**config.mk**
```make
export PLATFORM = sky130hd
export DESIGN_NAME = wodgs_mul
export DESIGN_NICKNAME = d
export VERILOG_FILES = /design/src/sv/wodgs_pkg.sv /design/src/sv/wodgs_mul.sv
export SDC_FILE = /design/constraint.sdc
export NUM_CORES = 2
export LEC_CHECK = 0
export BUFFER_PORTS_ARGS = -buffer_cell sky130_fd_sc_hd__buf_2
export CORE_UTILIZATION = 60
export CTS_BUF_LIST = sky130_fd_sc_hd__clkbuf_16
export DETAILED_ROUTE_END_ITERATION = 10
export PLACE_DENSITY = 0.77
export SKIP_LAST_GASP = 1
export SLEW_MARGIN = 5
export SYNTH_ARGS = -nofsm -noshare
export SYNTH_HDL_FRONTEND = slang
export SYNTH_SLANG_ARGS = --single-unit
```
**constraint.sdc**
```tcl
create_clock -name clock -period 12.45 [get_ports clock]
set_clock_uncertainty 0.05 [all_clocks]
set_input_delay 1.8675 -clock clock [delete_from_list [all_inputs] [get_ports clock]]
set_output_delay 1.8675 -clock clock [all_outputs]
set_load 0.03 [all_outputs]
```
**src/sv/wodgs_pkg.sv**
```systemverilog
// Shared types, constants and helper functions of the wheel odometry steering block.
package wodgs_pkg;

   localparam int MUL_W  = 34;
   localparam int PROD_W = 68;

   localparam logic signed [MUL_W-1:0] K_LEFT_C      = 34'sd14571578;
   localparam logic signed [MUL_W-1:0] K_RIGHT_C     = 34'sd15203411;
   localparam logic signed [MUL_W-1:0] INV_WB_C      = 34'sd1095654922;
   localparam logic signed [MUL_W-1:0] STEER_SCALE_C = 34'sd25478;
   localparam logic signed [MUL_W-1:0] RECIP10_C     = 34'sd3435973837;

   localparam logic signed [31:0] CORDIC_GAIN_C = 32'sd652032874;
   localparam logic signed [20:0] PI_Q16        = 21'sd205887;
   localparam logic signed [20:0] HALF_PI_Q16   = 21'sd102944;
   localparam logic signed [20:0] TWO_PI_Q16    = 21'sd411775;
   localparam logic [31:0]        TWO_PI_U      = 32'd411775;
   localparam logic [3:0]         MOD_STEPS     = 4'd12;
   localparam logic [17:0]        STEER_LIMIT_U = 18'd20000;

   localparam logic [1:0] REG_GOAL_X       = 2'd0;
   localparam logic [1:0] REG_GOAL_Y       = 2'd1;
   localparam logic [1:0] REG_GOAL_HEADING = 2'd2;

   localparam logic [1:0] SPEED_LOW  = 2'd1;
   localparam logic [1:0] SPEED_HIGH = 2'd2;

   typedef enum logic [4:0] {
      S_IDLE, S_MUL_L, S_MUL_R, S_MUL_H, S_MOD_INIT, S_MOD, S_FOLD, S_ROT,
      S_POSX, S_POSY, S_POSW, S_VLOAD, S_NORM, S_VEC, S_ANG, S_SCALE,
      S_DIV10, S_DX2, S_DY2, S_SPEED
   } wodgs_state_type;

   typedef enum logic [2:0] {
      CORD_HOLD, CORD_LOAD, CORD_ROT, CORD_VEC, CORD_SHR, CORD_SHL
   } wodgs_cord_op_type;

   typedef struct packed {
      wodgs_cord_op_type op;
      logic [4:0]        idx;
   } wodgs_cord_ctrl_type;

   function automatic logic signed [31:0] cordic_angle(input logic [4:0] i);
      logic signed [31:0] r;
      unique case (i)
         5'd0:    r = 32'sd843314857;
         5'd1:    r = 32'sd497837829;
         5'd2:    r = 32'sd263043837;
         5'd3:    r = 32'sd133525159;
         5'd4:    r = 32'sd67021688;
         5'd5:    r = 32'sd33543516;
         5'd6:    r = 32'sd16775851;
         5'd7:    r = 32'sd8388437;
         5'd8:    r = 32'sd4194283;
         5'd9:    r = 32'sd2097149;
         5'd10:   r = 32'sd1048576;
         5'd11:   r = 32'sd524288;
         default: r = (i <= 5'd30) ? (32'sd1 <<< (5'd30 - i)) : 32'sd0;
      endcase
      return r;
   endfunction

   function automatic logic signed [31:0] sat32(input logic signed [63:0] v);
      logic signed [31:0] r;
      if (v > 64'sd2147483647) begin
         r = 32'sh7FFFFFFF;
      end else if (v < -64'sd2147483648) begin
         r = 32'sh80000000;
      end else begin
         r = v[31:0];
      end
      return r;
   endfunction

endpackage

```
**src/sv/wodgs_mul.sv**
```systemverilog
// Shared signed multiplier with registered product.
module wodgs_mul (
   input  logic                                  clock,
   input  logic signed [wodgs_pkg::MUL_W-1:0]    a,
   input  logic signed [wodgs_pkg::MUL_W-1:0]    b,
   output logic signed [wodgs_pkg::PROD_W-1:0]   prod
);
   import wodgs_pkg::*;

   logic signed [PROD_W-1:0] prod_ff;
   logic signed [PROD_W-1:0] prod_in;

   assign prod_in = a * b;
   assign prod    = prod_ff;

   always_ff @(posedge clock) begin
      prod_ff <= prod_in;
   end

endmodule

```
# After elaboration in Yosys (flattened, before gate mapping)
# Cells that the tools add are included.
[totals]
n_memories = 0
regBits = 68
latchBits = 0
mem_bits_ro = 0
ram_bits = 0
wordCells = 2
inputBits = 69
[classes]
n_lt_le_gt_ge = 0
n_reduce_logical = 0
muxes = 0
n_div = 0
shift = 0
multipliers = 1
eq_ne = 0
n_addsub = 0
bitwise = 0
[op_table]
columns = ["operator", "count"]
rows = [
  ["34-bit by 34-bit multiplier with 68-bit output", 1],
]

# Depth between registers and ports, before layout
[logic_depth]
word_depth = 1
depth_mapped = 31

# Least setup slack after synthesis
# Ideal clock, no wire load.
[synth_path]
path_type = "in2reg"
from = "in a[33] (netlist name)"
to = "reg prod_ff[61] (netlist: prod[61])"
path_buffers = 2
t_required_ns = 12.328
path_stages = 23
arrival_time_ns = 9.178
slack_ns = 3.150
path_cell_list = "clkbuf_1 nand2_1 inv_1 fa_1 fa_1 fa_1 fa_1 fa_1 fa_1 fa_1 fa_1 ha_1 clkbuf_1 a21oi_1 o21bai_1 a21oi_1 o21ai_0 and2_1 o41a_1 o21ba_2 a21o_1 a21oi_2 xnor2_1"
[synth_between]
elab_chain_cells = 1
[synth_lines]
columns = ["element", "line_no", "rtl"]
rows = [
  ["start, declared", "wodgs_mul.sv:4", "input logic signed [wodgs_pkg::MUL_W-1:0] a,"],
  ["34-bit by 34-bit multiplier with 68-bit output", "wodgs_mul.sv:13", "assign prod_in = a * b;"],
  ["named net prod_in[61]", "wodgs_mul.sv:11", "logic signed [PROD_W-1:0] prod_in;"],
  ["end signal, assigned", "wodgs_mul.sv:17", "prod_ff <= prod_in;"],
  ["end, declared", "wodgs_mul.sv:10", "logic signed [PROD_W-1:0] prod_ff;"],
]
# The timed path passes the listed nets, and every way through them passes these cells.

# Worst setup path in the final report
[layout_path]
from = "in a[33] (netlist name)"
to = "reg prod_ff[65] (netlist: prod[65])"
# Same word-level chain as after synthesis.

==> run metrics <==
startpoint types primary input; Non-Filler Instances 5464; RD Place Congestion 0.950; largest net degree at the start of global routing 35; Worst Max-Slew Pin Slew 1.04 ns; Most used DFF post-synth dfxtp_1; critical path arrival 10.65 ns; Rows 97; vias in the first global route 34600; number of synthesized flops with an enable pin 0; Initial DRC Count 2149; Syn Nets 6092; commonest cells in the netlist fa_1, inv_1, and2_1; Synth area leaders fa_1, inv_1, and2_1; min-delay worst type in -> reg; wire per inst 20.8 um; fmax 96.3 MHz; Yosys top cell area share 0.576; Vias 30500; Worst Setup End Kind register; Syn Inst Count 4578; DR pass1 iterations 5; DRC viols 0; Area Growth Syn to Fin 3.19%; CP Class in -> reg; Clock transition at path regs 0.07 ns; Final Util 0.631; final hold slack 2.05 ns; met3 Use GR 0.0719; die width 270 um; Seq/Total Area, Yosys 0.0315; M2 GR Usage 0.561; fin crit period 10.38 ns; Buf/Inv on CP 2; Tcrit/Tclk final 0.834; final net count 6028; Hold Violations, Final 0; CTS tree yes; CP peak stage delay 1.32 ns; Routed Antenna Nets 0; Post CTS Setup Buffer Count 0; final setup vio count 0; PortBufs 136; most used cell, CP fa_1; core area 70600 sq um; maximum clock path buffer count 2; critical-path maximum fanout 34; unrepaired setup endpoints after global routing false; CP cell instances buf_2, nand2_1, inv_1, fa_1, fa_1, fa_1, fa_1, fa_1, fa_1, fa_1, fa_1, ha_1, a21oi_1, o21bai_1, a21oi_1, o21ai_0, and2_1, o41a_1, nor2_2, nor3_1, a2111oi_2, xnor2_1; Cells after DPL 5443; die span in y 270 um; first-pass GRT wire length 187 mm; GR peak layer met2; clock sink count 68; setup_tns 0 ns; hold path cells 2; FFs w/ async S/R, synth 0; vias per std cell 5.59; H-tree levels 3; met1 usage 0.423; # hold bufs at CTS 0; slowest stage cell on the critical path fa_1; Avg Cell Area, Syn 9.43 sq um; Max Slew Vio Count 0; Crit path max-delay family adder cells; status complete, no violations; total gr overflow 0; area leader, netlist fa_1; DIE AREA 73000 sq um; number of max-cap violations 0; I/O pin cnt 137; Hold Crit Start b[0]; worst hold endpoint prod[0]; most frequent cell after synthesis fa_1; Worst Path Required 12.72 ns; root buffer cell clkbuf_16; gr usage total 0.335; Slew HR 0.304; Starting Density 0.611; Largest register FFs 68; synth unique cells 73; Routed WL 113 mm; warnings from Yosys 0; HPWL after DPL 90.5 mm; PostCTS Resize Cnt 0; layout cells sized above 1 0.0440; synthesized area 43200 sq um; #FFs+latches synth 68; initial antenna violation count 11; Num CTS Buffers 9
worst max path at each step:
stage               startpoint  slack, ns        to  cells after the start
CTS                      a[33]       2.16  prod[61]                     22
global route             a[33]       1.70  prod[65]                     22
floorplan                a[33]       3.15  prod[61]                     23
global placement         a[33]       1.86  prod[61]                     22
detailed placement       a[33]       1.76  prod[61]                     22
finish                   a[33]       2.07  prod[65]                     22
cells in the final DEF, fill, tap and decap left out, drive strengths merged, types with 3 or more instances in the layout:
cell,count
fa,1241
inv,1236
and2,625
nand2,550
ha,204
buf,156
dfxtp,68
a21oi,59
xnor2,57
nor2,55
o21ai,38
a21o,37
xor2,20
nand2b,14
nand4,14
o21bai,13
nor3,10
and3,10
clkbuf,9
nand3,8
o211ai,8
nor2b,8
a211oi,8
a31oi,7
clkinv,7
o21a,6
diode,5
nor4,4
a2111oi,4
a221oi,4
a211o,3
or3,3
a311oi,3
routing by layer:
layer / vias up / share of wire
met4: 10 / 0.048
met3: 380 / 0.093
li1: 12800 / -
met1: 15900 / 0.37
met5: - / 0.00053
met2: 1513 / 0.49
logic make-up (layout without fill, tap and decap cells):
group	Yosys count	count (layout)	share of synthesized area
buffers and inverters	1467	1408	0.129
adders and majority gates	1445	1445	0.635
and+or+nand+nor	1310	1310	0.155
AOI/OAI and AO/OA	211	211	0.0341
xor gates and xnor gates	77	77	0.0156
DFF	68	68	0.0315
other	0	5	0
final cells by class:
| class | instances | area, sq um |
|---|---|---|
| Clock buffer | 9 | 225 |
| Tap cell | 940 | 1180 |
| Fill cell | 5863 | 26100 |
| Antenna cell | 5 | 12.5 |
| Timing Repair Buffer | 156 | 831 |
| Clock inverter | 7 | 45.0 |
| Inverter | 1236 | 4640 |
| Multi-Input combinational cell | 3043 | 36200 |
| Sequential cell | 68 | 1360 |
stage by stage:
stage | setup WS [ns] | instance area (sq um)
final | 2.07 | 44500
after global routing | 1.70 | 44500
after CTS | 2.16 | 44500
after detailed placement | 1.76 | 44300
after global placement | 1.86 | 44300
after floorplan | 3.15 | 43200
Power is not shown: default switching activity piles up to over one toggle a cycle in this logic, so the estimate is an artifact.
