### src/sv/wodgs_pkg.sv
// Shared types, constants and helper functions of the wheel odometry steering block.
package wodgs_pkg;

   localparam int MUL_W  = 34;
   localparam int PROD_W = 68;

   localparam logic signed [MUL_W-1:0] K_LEFT_C      = 34'sd14571578;
   localparam logic signed [MUL_W-1:0] K_RIGHT_C     = 34'sd15203411;
   localparam logic signed [MUL_W-1:0] INV_WB_C      = 34'sd1095654922;
   localparam logic signed [MUL_W-1:0] STEER_SCALE_C = 34'sd25478;
   localparam logic signed [MUL_W-1:0] RECIP10_C     = 34'sd3435973837;

   localparam logic signed [31:0] CORDIC_GAIN_C = 32'sd652032874;
   localparam logic signed [20:0] PI_Q16        = 21'sd205887;
   localparam logic signed [20:0] HALF_PI_Q16   = 21'sd102944;
   localparam logic signed [20:0] TWO_PI_Q16    = 21'sd411775;
   localparam logic [31:0]        TWO_PI_U      = 32'd411775;
   localparam logic [3:0]         MOD_STEPS     = 4'd12;
   localparam logic [17:0]        STEER_LIMIT_U = 18'd20000;

   localparam logic [1:0] REG_GOAL_X       = 2'd0;
   localparam logic [1:0] REG_GOAL_Y       = 2'd1;
   localparam logic [1:0] REG_GOAL_HEADING = 2'd2;

   localparam logic [1:0] SPEED_LOW  = 2'd1;
   localparam logic [1:0] SPEED_HIGH = 2'd2;

   typedef enum logic [4:0] {
      S_IDLE, S_MUL_L, S_MUL_R, S_MUL_H, S_MOD_INIT, S_MOD, S_FOLD, S_ROT,
      S_POSX, S_POSY, S_POSW, S_VLOAD, S_NORM, S_VEC, S_ANG, S_SCALE,
      S_DIV10, S_DX2, S_DY2, S_SPEED
   } wodgs_state_type;

   typedef enum logic [2:0] {
      CORD_HOLD, CORD_LOAD, CORD_ROT, CORD_VEC, CORD_SHR, CORD_SHL
   } wodgs_cord_op_type;

   typedef struct packed {
      wodgs_cord_op_type op;
      logic [4:0]        idx;
   } wodgs_cord_ctrl_type;

   function automatic logic signed [31:0] cordic_angle(input logic [4:0] i);
      logic signed [31:0] r;
      unique case (i)
         5'd0:    r = 32'sd843314857;
         5'd1:    r = 32'sd497837829;
         5'd2:    r = 32'sd263043837;
         5'd3:    r = 32'sd133525159;
         5'd4:    r = 32'sd67021688;
         5'd5:    r = 32'sd33543516;
         5'd6:    r = 32'sd16775851;
         5'd7:    r = 32'sd8388437;
         5'd8:    r = 32'sd4194283;
         5'd9:    r = 32'sd2097149;
         5'd10:   r = 32'sd1048576;
         5'd11:   r = 32'sd524288;
         default: r = (i <= 5'd30) ? (32'sd1 <<< (5'd30 - i)) : 32'sd0;
      endcase
      return r;
   endfunction

   function automatic logic signed [31:0] sat32(input logic signed [63:0] v);
      logic signed [31:0] r;
      if (v > 64'sd2147483647) begin
         r = 32'sh7FFFFFFF;
      end else if (v < -64'sd2147483648) begin
         r = 32'sh80000000;
      end else begin
         r = v[31:0];
      end
      return r;
   endfunction

endpackage

### src/sv/wodgs_cordic.sv
// Iterative CORDIC unit: rotation, vectoring and normalizing shifts.
module wodgs_cordic #(
   parameter int CW = 36
) (
   input  logic                            clock,
   input  wodgs_pkg::wodgs_cord_ctrl_type  ctrl,
   input  logic signed [CW-1:0]            load_x,
   input  logic signed [CW-1:0]            load_y,
   input  logic signed [CW-1:0]            load_z,
   output logic signed [CW-1:0]            x,
   output logic signed [CW-1:0]            y,
   output logic signed [CW-1:0]            z
);
   import wodgs_pkg::*;

   logic signed [CW-1:0] x_ff, y_ff, z_ff;
   logic signed [CW-1:0] x_in, y_in, z_in;
   logic signed [CW-1:0] xs, ys, ang;
   logic                 dir;

   always_comb begin
      xs  = x_ff >>> ctrl.idx;
      ys  = y_ff >>> ctrl.idx;
      ang = CW'(cordic_angle(ctrl.idx));
      dir = (ctrl.op == CORD_ROT) ? !z_ff[CW-1] : y_ff[CW-1];
      x_in = x_ff;
      y_in = y_ff;
      z_in = z_ff;
      unique case (ctrl.op)
         CORD_HOLD: begin
         end
         CORD_LOAD: begin
            x_in = load_x;
            y_in = load_y;
            z_in = load_z;
         end
         CORD_ROT, CORD_VEC: begin
            if (dir) begin
               x_in = x_ff - ys;
               y_in = y_ff + xs;
               z_in = z_ff - ang;
            end else begin
               x_in = x_ff + ys;
               y_in = y_ff - xs;
               z_in = z_ff + ang;
            end
         end
         CORD_SHR: begin
            x_in = x_ff >>> 1;
            y_in = y_ff >>> 1;
         end
         CORD_SHL: begin
            x_in = x_ff <<< 1;
            y_in = y_ff <<< 1;
         end
         default: begin
         end
      endcase
   end

   assign x = x_ff;
   assign y = y_ff;
   assign z = z_ff;

   always_ff @(posedge clock) begin
      x_ff <= x_in;
      y_ff <= y_in;
      z_ff <= z_in;
   end

endmodule

### config.mk
export PLATFORM = sky130hd
export DESIGN_NAME = wodgs_cordic
export DESIGN_NICKNAME = d
export VERILOG_FILES = /design/src/sv/wodgs_pkg.sv /design/src/sv/wodgs_cordic.sv
export SDC_FILE = /design/constraint.sdc
export NUM_CORES = 1
export LEC_CHECK = 0
export BUFFER_PORTS_ARGS = -buffer_cell sky130_fd_sc_hd__buf_2
export CORE_UTILIZATION = 40
export CTS_BUF_LIST = sky130_fd_sc_hd__clkbuf_8
export CTS_CLUSTER_DIAMETER = 150
export CTS_CLUSTER_SIZE = 12
export DETAILED_ROUTE_END_ITERATION = 8
export SLEW_MARGIN = 10
export SYNTH_ARGS = -nofsm -noshare
export SYNTH_HDL_FRONTEND = slang
export SYNTH_SLANG_ARGS = --single-unit
### constraint.sdc
create_clock -name clock -period 9.2 [get_ports clock]
set_clock_uncertainty 0.05 [all_clocks]
set_input_delay 1.38 -clock clock [delete_from_list [all_inputs] [get_ports clock]]
set_output_delay 1.38 -clock clock [all_outputs]
set_load 0.01 [all_outputs]
Word-level counts from Yosys, hierarchy flattened

Index checks and enable logic that the tools add are counted.

$add $sub $neg: 7
Multipliers: 0
Divide/modulo/power cells: 0
Order comparisons: 1
Equal/unequal tests: 16
Shifts and indexed selects: 3
Muxes and demuxes: 9
Bitwise logic cells: 1
Reduce and logical (&&, ||, !) cells: 7

Operators by type and width:

| operator              | count |
|---|---|
| $pmux 32 s12          | 1 |
| $pmux 36 s4           | 2 |
| $mux 36               | 3 |
| $add 36x36->36        | 2 |
| $pmux 36 s2           | 1 |
| $sshr 36x5->36        | 2 |
| $sub 36x36->36        | 2 |
| $add 36x32->36        | 1 |
| $sub 36x32->36        | 1 |
| $mux 32               | 1 |
| $sshl 2x5->32 const A | 1 |
| $eq 5x3->1 const B    | 4 |
| $eq 5x4->1 const B    | 4 |
| $eq 5x2->1 const B    | 2 |
| $eq 3x2->1 const B    | 2 |
| $eq 3x3->1 const B    | 2 |
| $eq 5x1->1 const B    | 1 |
| $le 5x5->1 const B    | 1 |
| $logic_not 5->1       | 1 |
| $sub 5x5->5 const A   | 1 |
| $reduce_bool 4->1     | 1 |
| $eq 3x1->1 const B    | 1 |
| $reduce_bool 3->1     | 1 |
| $reduce_and 2->1      | 1 |
| 5 further kinds       | 5 |

Bits in registers: 108
Latch bits: 0
Memory bits (writable): 0
Memory bits (read-only): 0
Output and inout bits: 108
Logic and storage cells: 49
Memories kept: 0

Logic depth before layout (Yosys ltp)

Gate-level depths: netlist of run 1.

Depth in word-level cells: 7
Depth in mapped cells: 36

Worst setup path after synthesis of run 1

OpenSTA, ideal clock, no wires.

Path type: input -> register
From: in ctrl[2] (netlist name)
To: reg z_ff[35] (netlist: z[35]), data pin
Setup time: 0.270 ns
Arrival: 7.669 ns
Setup slack: 1.211 ns
Cell stages on the path: 31
Buffers on the path: 8
Cell sequence: buf_2 buf_2 buf_2 clkinv_1 buf_1 clkbuf_1 buf_2 ha_1 clkbuf_1 and2_1 clkbuf_1 a22o_1 a32oi_1 nand2_1 or4b_4 nor4_2 a21oi_1 xor2_1 ha_1 a21o_1 a21o_1 a21oi_1 o22ai_1 a211o_1 a31oi_1 a2bb2oi_1 o21ai_0 a311oi_1 a21oi_1 xnor2_1 a21oi_1

Cells in the longest elaborated chain, start to end: 7
Elaborated cells between the ends (all ways): 21

Ends and longest elaborated chain:

| element                                                 | RTL line                               | text |
|---|---|---|
| start, declared                                         | wodgs_cordic.sv:6                      | `input wodgs_pkg::wodgs_cord_ctrl_type ctrl,` |
| $sub 5x5->5                                             | wodgs_pkg.sv:58                        | `default: r = (i <= 5'd30) ? (32'sd1 <<< (5'd30 - i)) : 32'sd0;` |
| $sshl 2x5->32                                           | wodgs_pkg.sv:58                        |  |
| $mux 32                                                 | wodgs_pkg.sv:58                        |  |
| $pmux 32 s12 (*)                                        | wodgs_pkg.sv:45                        | `unique case (i)` |
| $add 36x32->36 / $sub 36x32->36 (equally long branches) | wodgs_cordic.sv:45, wodgs_cordic.sv:41 |  |
| $mux 36 (*)                                             | wodgs_cordic.sv:38                     | `if (dir) begin` |
| $pmux 36 s2 (*)                                         | wodgs_cordic.sv:29                     | `unique case (ctrl.op)` |
| net z_in[35]                                            | wodgs_cordic.sv:17                     | `logic signed [CW-1:0] x_in, y_in, z_in;` |
| end signal, assigned                                    | wodgs_cordic.sv:68                     | `z_ff <= z_in;` |
| end, declared                                           | wodgs_cordic.sv:16                     | `logic signed [CW-1:0] x_ff, y_ff, z_ff;` |

Mark *: on every way through the listed nets, which the timed path passes. The rest lies on a longest branch.
A chain may end at the register's enable or synchronous reset.

Worst setup path after layout of run 1

From: in ctrl[1] (netlist name)
To: reg y_ff[30] (netlist: y[30]), data pin

Cells in the longest elaborated chain, start to end: 4
Elaborated cells between the ends (all ways): 5

Ends and longest elaborated chain:

| element                                                 | RTL line                               | text |
|---|---|---|
| $sshr 36x5->36 (*)                                      | wodgs_cordic.sv:22                     | `xs = x_ff >>> ctrl.idx;` |
| $sub 36x36->36 / $add 36x36->36 (equally long branches) | wodgs_cordic.sv:44, wodgs_cordic.sv:40 |  |
| $mux 36 (*)                                             | wodgs_cordic.sv:38                     |  |
| $pmux 36 s4 (*)                                         | wodgs_cordic.sv:29                     |  |
| net y_in[30]                                            | wodgs_cordic.sv:17                     |  |
| end signal, assigned                                    | wodgs_cordic.sv:67                     | `y_ff <= y_in;` |
| end, declared                                           | wodgs_cordic.sv:16                     |  |

Marked as above.

==> results of run 1 <==
## cell usage after synthesis (19+ instances only)
master     instances  area share [%]
a222oi_1          31             1.6
nand2b_1          26            0.86
edfxtp_1         108              17
a21o_1            58             2.3
nand2_1          203             4.0
o21ai_0          141             3.7
nor2b_1           35             1.2
nor3_1            24            0.64
o22ai_1           27            0.89
mux2i_1           69             3.7
mux2_2            63             3.8
a2bb2oi_1         29             1.3
and3_1            23            0.76
xor2_1            66             3.1
a221oi_1          39             1.8
o21a_1            27             1.1
clkbuf_1          92             1.8
ha_1             112             7.4
nor2_1           174             3.5
mux4_2            92              11
buf_1             20            0.40
a31oi_1           25            0.83
buf_2             35            0.93
inv_1             55             1.1
o31ai_1           19            0.75
a211oi_1          26             1.0
nand3_1           29            0.77
a21oi_1          213             5.6
xnor2_1          114             5.3
## kinds of logic (layout without fill, tap and decap cells)
group / after synthesis / in the layout / share of synthesized area [%]
compound gates: 762 / 762 / 26.75
simple gates: 600 / 600 / 15.03
mux: 233 / 233 / 19.61
buf+inv: 224 / 358 / 5.386
xor+xnor: 180 / 180 / 8.338
fa+ha+maj: 115 / 115 / 7.729
flops: 108 / 108 / 17.15
other cells: 0 / 3 / 0
## placed cells by master, fill, tap and decap left out, types with 16 or more instances in the layout
master,n
buf_2,221
a21oi_1,212
nand2_1,203
nor2_1,174
o21ai_0,141
xnor2_1,114
ha_1,110
edfxtp_1,108
mux4_2,92
mux2i_1,69
xor2_1,66
mux2_2,63
buf_4,60
a21o_1,58
inv_1,54
a221oi_1,39
nor2b_1,35
a222oi_1,31
a2bb2oi_1,29
nand3_1,29
o22ai_1,27
o21a_1,27
a211oi_1,26
nand2b_1,26
a31oi_1,25
nor3_1,23
and3_1,22
o31ai_1,19
and2_1,18
a22oi_1,16
o211ai_1,16
## metrics by stage
step	std cells	power [mW]
after floorplan	2222	3.090
after global placement	2947	3.892
after detailed placement	2947	3.908
after CTS	2963	4.273
after global routing	2964	4.628
final	2966	4.306
## registers in the layout, indices dropped and copies added (netlist names)
| name | flops |
|---|---|
| x | 36 |
| y | 36 |
| z | 36 |
## power groups by stage
stage	Clock (mW)	Combinational, mW	Sequential, mW
4_1_cts	0.350	3.05	0.875
5_1_grt	0.362	3.38	0.890
2_1_floorplan	0	2.29	0.798
3_5_place_dp	0	3.02	0.886
3_3_place_gp	0	3.01	0.882
6_report	0.339	3.09	0.881
## area by class of cell
| cell class | count | area share (%) |
|---|---|---|
| Inverter | 58 | 1.057 |
| Clock buffer | 9 | 0.5981 |
| Antenna cell | 3 | 0.03625 |
| Multi-Input combinational cell | 1890 | 70.88 |
| Timing Repair Buffer | 284 | 7.763 |
| Clock inverter | 7 | 0.3443 |
| Tap cell | 607 | 3.667 |
| Sequential cell | 108 | 15.66 |
## worst paths after layout
path | to | startpoint
worst max-delay path | y[30]$_DFFE_PP_ | ctrl[1]
worst min-delay path | x[1]$_DFFE_PP_ | x[0]$_DFFE_PP_
worst max register to register | x[35]$_DFFE_PP_ | y[35]$_DFFE_PP_
worst min register to register | x[1]$_DFFE_PP_ | x[0]$_DFFE_PP_
## worst max-delay path, stage by stage
cell       delay [ns]
buf_6            0.54
buf_4            0.36
mux4_2           0.58
mux4_2           0.51
nand2_1          0.11
o211ai_1         0.24
inv_1            0.15
ha_1             0.19
and3_1           0.21
nand4_1          0.19
nand2_1          0.15
xnor2_1          0.09
ha_1             0.40
and4_1           0.27
o2111ai_1        0.12
a21oi_1          0.20
o21ai_0          0.21
o21ai_0          0.51
a211oi_1         0.25
o21ai_0          0.58
a21boi_0         0.24
xnor2_1          0.18
a222oi_1         0.22
a21oi_1          0.11
## metal layers
metal  part of all wire, %  wire length [um]  vias up  track usage, %
met5                     0                 0        -               0
met2                    46             34770      862           49.66
met3                   6.8              5073      127           4.310
met4                   4.0              2961        0           12.66
li1                      -                 -     8816               -
met1                    43             32040     9365           40.61
==> results.sh, run 1 <==
export IMPL_status="complete, no violations"
export IMPL_pwr_density_cell_nw_per_um2=207.9
export IMPL_grt_pass1_vias=18410
export IMPL_fin_area_um2=20710
export IMPL_antenna_found_initial=1
export IMPL_root_buffer="clkbuf_8"
export IMPL_post_cts_resized=0
export IMPL_grt_max_degree=71
export IMPL_end_kind="register"
export IMPL_postCtsSetupBuffers=0
export IMPL_syn_num_nets=2454
export IMPL_grt_pass1_wl_mm=112.5
export IMPL_syn_inst=2222
export IMPL_async_flop_share_pct=0
export IMPL_fin_util_pct=44.49
export IMPL_cts_buffers=9
export IMPL_switching_share_pct=50.30
export IMPL_drv_cap=0
export IMPL_htreeDepth=3
export IMPL_setup_viol=0
export IMPL_synth_seq_cells=108
export IMPL_fin_setup_tns_ns=0
export IMPL_syn_avg_cell_area_um2=8.510
export IMPL_fin_crit_sh_pct=85.35
export IMPL_combPwrFrac_pct=71.7
export IMPL_synthesis_area_um2=18910
export IMPL_clkPwrFrac_pct=7.9
export IMPL_cts_hold_buf=0
export IMPL_tightest_slew_ns=1.157
export IMPL_timing_slew_headroom_pct=22.18
export IMPL_setup_slack_ns=1.348
export IMPL_globalRouteTotalUtil_pct=30.62
export IMPL_area_delta_synth_final_pct=9.535
export IMPL_p_seq_share_pct=20.5
export IMPL_fin_crit_ns=7.852
export IMPL_synth_distinct_cells=87
export IMPL_place_area_um2=20510
export IMPL_synth_edf_count=108
export IMPL_routed_via_density=6.463
export IMPL_seq_area_um2=3243
export IMPL_pre_cts_slack_ns=0.8768
export IMPL_reg2reg_slack_ns=2.21
export IMPL_min_path_type="reg -> reg"
export IMPL_io_pins=225
export IMPL_num_rows=79
export IMPL_nFillCells=4636
export IMPL_die_area_um2=48140
export IMPL_arrival_ns=8.04
export IMPL_gp_congestion=1.015
export IMPL_vias=19170
export IMPL_clock_path_buffers=2
export IMPL_p_int_mw=2.140
export IMPL_slew_violations=0
export IMPL_drive_gt1_share_pct=20.59
export IMPL_max_freq_ghz=0.1274
export IMPL_hold_depth=2
export IMPL_synth_yosys_seq_area_share_pct=17.15
export IMPL_drc=0
export IMPL_drtIter0Drc=2008
export IMPL_switching_power_mw=2.166
export IMPL_ys_flop_type="edfxtp_1"
export IMPL_ir_worst_vdd_uv=102.3
export IMPL_coreArea_um2=46560
export IMPL_nets=2583
export IMPL_path_class="in -> reg"
export IMPL_total_leakage_power_nw=8.340
export IMPL_multi_input_area_um2=14680
export IMPL_cp_required_ns=9.38
export IMPL_reg2reg_depth=22
export IMPL_holdWs_ns=0.7269
export IMPL_gr_total_overflow=0
export IMPL_start_util_pct=40.61
export IMPL_cp_max_fo=69
export IMPL_insertion_delay_ns=0.49
export IMPL_yosys_warnings=0
export IMPL_hold_viol=0
export IMPL_path_clk_slew_ns=0.13
export IMPL_dpl_hpwl_mm=56.45
export IMPL_ant_nets=0
export IMPL_clock_sinks=108
export IMPL_die_h_um=219.4
export IMPL_rsz0062_at_grt="false"
export IMPL_dieWidth_um=219.4
export IMPL_tritoncts="done"
export IMPL_startpoint_type="input pin"
export IMPL_io_buffers=224
export IMPL_avgRoutedWirePerCell_um=25.23
export IMPL_routed_wl_mm=74.84
export IMPL_drt_pass1_iter_count=6
Power figures use the tool's default switching activity.
==> run 2, diff against run 1 <==
--- a/config.mk
+++ b/config.mk
@@ -11,6 +11,8 @@
 export CTS_CLUSTER_DIAMETER = 150
 export CTS_CLUSTER_SIZE = 12
 export DETAILED_ROUTE_END_ITERATION = 8
+export GPL_TIMING_DRIVEN = 0
+export RECOVER_POWER = 25
 export SLEW_MARGIN = 10
 export SYNTH_ARGS = -nofsm -noshare
 export SYNTH_HDL_FRONTEND = slang
==> run 2 against run 1 <==
Against the previous run: non-clock buffer count up 104; worst setup slack worse by 1.2 ns; cell count up 3.5%; count of clock-buffer cells in the layout unchanged; worst hold slack better by 0.015 ns; flip-flop and latch count unchanged; utilization up 0.61 points; register-to-register slack worse by 1.4 ns; global-route usage up 12 points; design area up 1.4%; sequential share of layout area down 0.21 points; critical path depth up 3.
==> results.sh, run 2 (synthesized netlist as in run 1, its figures left out) <==
export IMPL_drtIter0Drc=2518
export IMPL_holdWs_ns=0.7417
export IMPL_use_met2_pct=66.09
export IMPL_drc=0
export IMPL_fin_util_pct=45.10
export IMPL_drive_gt1_share_pct=16.95
export IMPL_hold_viol=0
export IMPL_gp_congestion=1.081
export IMPL_path_class="in -> reg"
export IMPL_drt_pass1_iter_count=8
export IMPL_root_buffer="clkbuf_8"
export IMPL_clock_sinks=108
export IMPL_path_clk_slew_ns=0.12
export IMPL_grtUsageMet1_pct=53.31
export IMPL_pwr_density_cell_nw_per_um2=216.7
export IMPL_arrival_ns=9.22
export IMPL_end_kind="register"
export IMPL_die_h_um=219.4
export IMPL_rsz0062_at_grt="false"
export IMPL_ant_nets=0
export IMPL_routed_wl_mm=104.8
export IMPL_ir_worst_vdd_uv=124.3
export IMPL_startpoint_type="input pin"
export IMPL_drv_cap=0
export IMPL_io_buffers=223
export IMPL_total_leakage_power_nw=8.239
export IMPL_cp_max_fo=10
export IMPL_num_rows=79
export IMPL_met3_usage_pct=10.92
export IMPL_coreArea_um2=46560
export IMPL_tritoncts="done"
export IMPL_min_path_type="reg -> reg"
export IMPL_fin_crit_ns=9.069
export IMPL_dieWidth_um=219.4
export IMPL_final_cell_mix="a21oi_1, nand2_1, buf_2"
export IMPL_timing_slew_headroom_pct=5.069
export IMPL_clock_path_buffers=2
export IMPL_nets=2687
export IMPL_reg2reg_depth=20
export IMPL_layout_commonest_cell="a21oi_1"
export IMPL_cts_buffers=9
export IMPL_seq_area_um2=3243
export IMPL_r2r_end="x[35]$_DFFE_PP_"
export IMPL_avgRoutedWirePerCell_um=34.14
export IMPL_grt_pass1_wl_mm=145.6
export IMPL_htreeDepth=3
export IMPL_tightest_slew_ns=1.424
export IMPL_antenna_found_initial=2
export IMPL_reg2reg_slack_ns=0.84
export IMPL_dp_cells=3053
export IMPL_reg2reg_from="y[35]$_DFFE_PP_"
export IMPL_finalNonFillerCells=3069
export IMPL_slew_violations=0
export IMPL_start_util_pct=40.61
export IMPL_gr_total_overflow=0
export IMPL_fin_crit_sh_pct=98.58
export IMPL_setup_viol=0
export IMPL_cts_hold_buf=0
export IMPL_status="complete, no violations"
export IMPL_routed_via_density=6.863
export IMPL_nFillCells=4758
export IMPL_io_pins=225
export IMPL_postCtsSetupBuffers=0
export IMPL_crit_path_end="y[35]$_DFFE_PP_"
export IMPL_vias=21060
export IMPL_grt_pass1_vias=20190
export IMPL_max_freq_ghz=0.1103
export IMPL_startpoint="ctrl[3]"
export IMPL_cp_required_ns=9.35
export IMPL_grt_max_degree=57
export IMPL_p_total_mw=4.550
export IMPL_dpl_hpwl_mm=81.33
export IMPL_die_area_um2=48140
export IMPL_min_from="y[0]$_DFFE_PP_"
export IMPL_busiest_layer="met2"
export IMPL_multi_input_area_um2=14730
export IMPL_area_delta_synth_final_pct=11.04
export IMPL_globalRouteTotalUtil_pct=43.09
export IMPL_insertion_delay_ns=0.49
==> run 2: changes by cell type in the layout (fill, tap and decap cells not counted), sizes merged <==
cell      before  now
inv           57   58
clkinv         7    6
clkinvlp       0    1
clkbuf         9  185
bufinv         1    0
buf          284  212
diode          3    2
==> run 2: power by group <==
part | switching [mW] | internal, mW | total, mW
registers | 0.189 | 0.658 | 0.848
clock network | 0.216 | 0.0998 | 0.316
logic | 2.04 | 1.35 | 3.39
total | 2.44 | 2.11 | 4.55
==> run 2: layout make-up <==
class,count,share of cell area [%]
buffer,164,3.898
antenna,2,0.02384
sequential,108,15.45
clock buffer,9,0.5900
inverter,58,1.055
timing repair buffer,224,4.970
tap,607,3.617
multi-input combinational,1890,70.17
clock inverter,7,0.2324
==> run 2: per-stage QoR <==
step | TNS, ns | worst slack (ns) | area (um2)
floorplan | 0 | 1.211 | 18910
global placement | -13.10 | -1.313 | 20780
detailed placement | -15.95 | -1.487 | 20810
CTS | 0 | 0.01281 | 21010
global route | 0 | 0.01322 | 20990
finish | 0 | 0.1306 | 21000
==> run 2: what timing repair did <==
action                                  4_1_cts  5_1_grt
gates cloned                                  0        0
endpoints found under the setup margin       13       19
gates resized for setup                       7       34
hold endpoints to repair                      0        0
==> run 2: routing by layer <==
layer	vias to the layer above	routed length (um)
met5	-	0
met3	293	10800
li1	9046	-
met2	1340	45750
met1	10380	40550
met4	0	7691
==> run 2: worst min-delay path by stage <==
stage / depth (start not counted) / end
CTS: 2 / y[1]$_DFFE_PP_
floorplan: 2 / x[1]$_DFFE_PP_
global placement: 2 / x[1]$_DFFE_PP_
finish: 2 / y[1]$_DFFE_PP_
detailed placement: 2 / y[1]$_DFFE_PP_
global route: 2 / x[1]$_DFFE_PP_
==> run 2: worst max-delay path: stages <==
cell and delay (ns):
buf_2 0.14, buf_2 0.28, buf_2 0.36, buf_2 0.39
buf_2 0.38, clkbuf_1 0.73, o22ai_1 0.22, a221oi_2 0.45
inv_1 0.17, ha_1 0.26, and3_1 0.18, nand4_1 0.27
nand2_1 0.12, xnor2_1 0.41, ha_1 0.38, a211oi_1 0.23
o21ai_0 0.13, a221o_1 0.33, o211ai_1 0.32, a21oi_1 0.29
a41oi_1 0.55, o21ai_0 0.28, o31ai_1 0.34, a21oi_1 0.15
xnor2_1 0.16, a221oi_2 0.23, a21oi_1 0.07
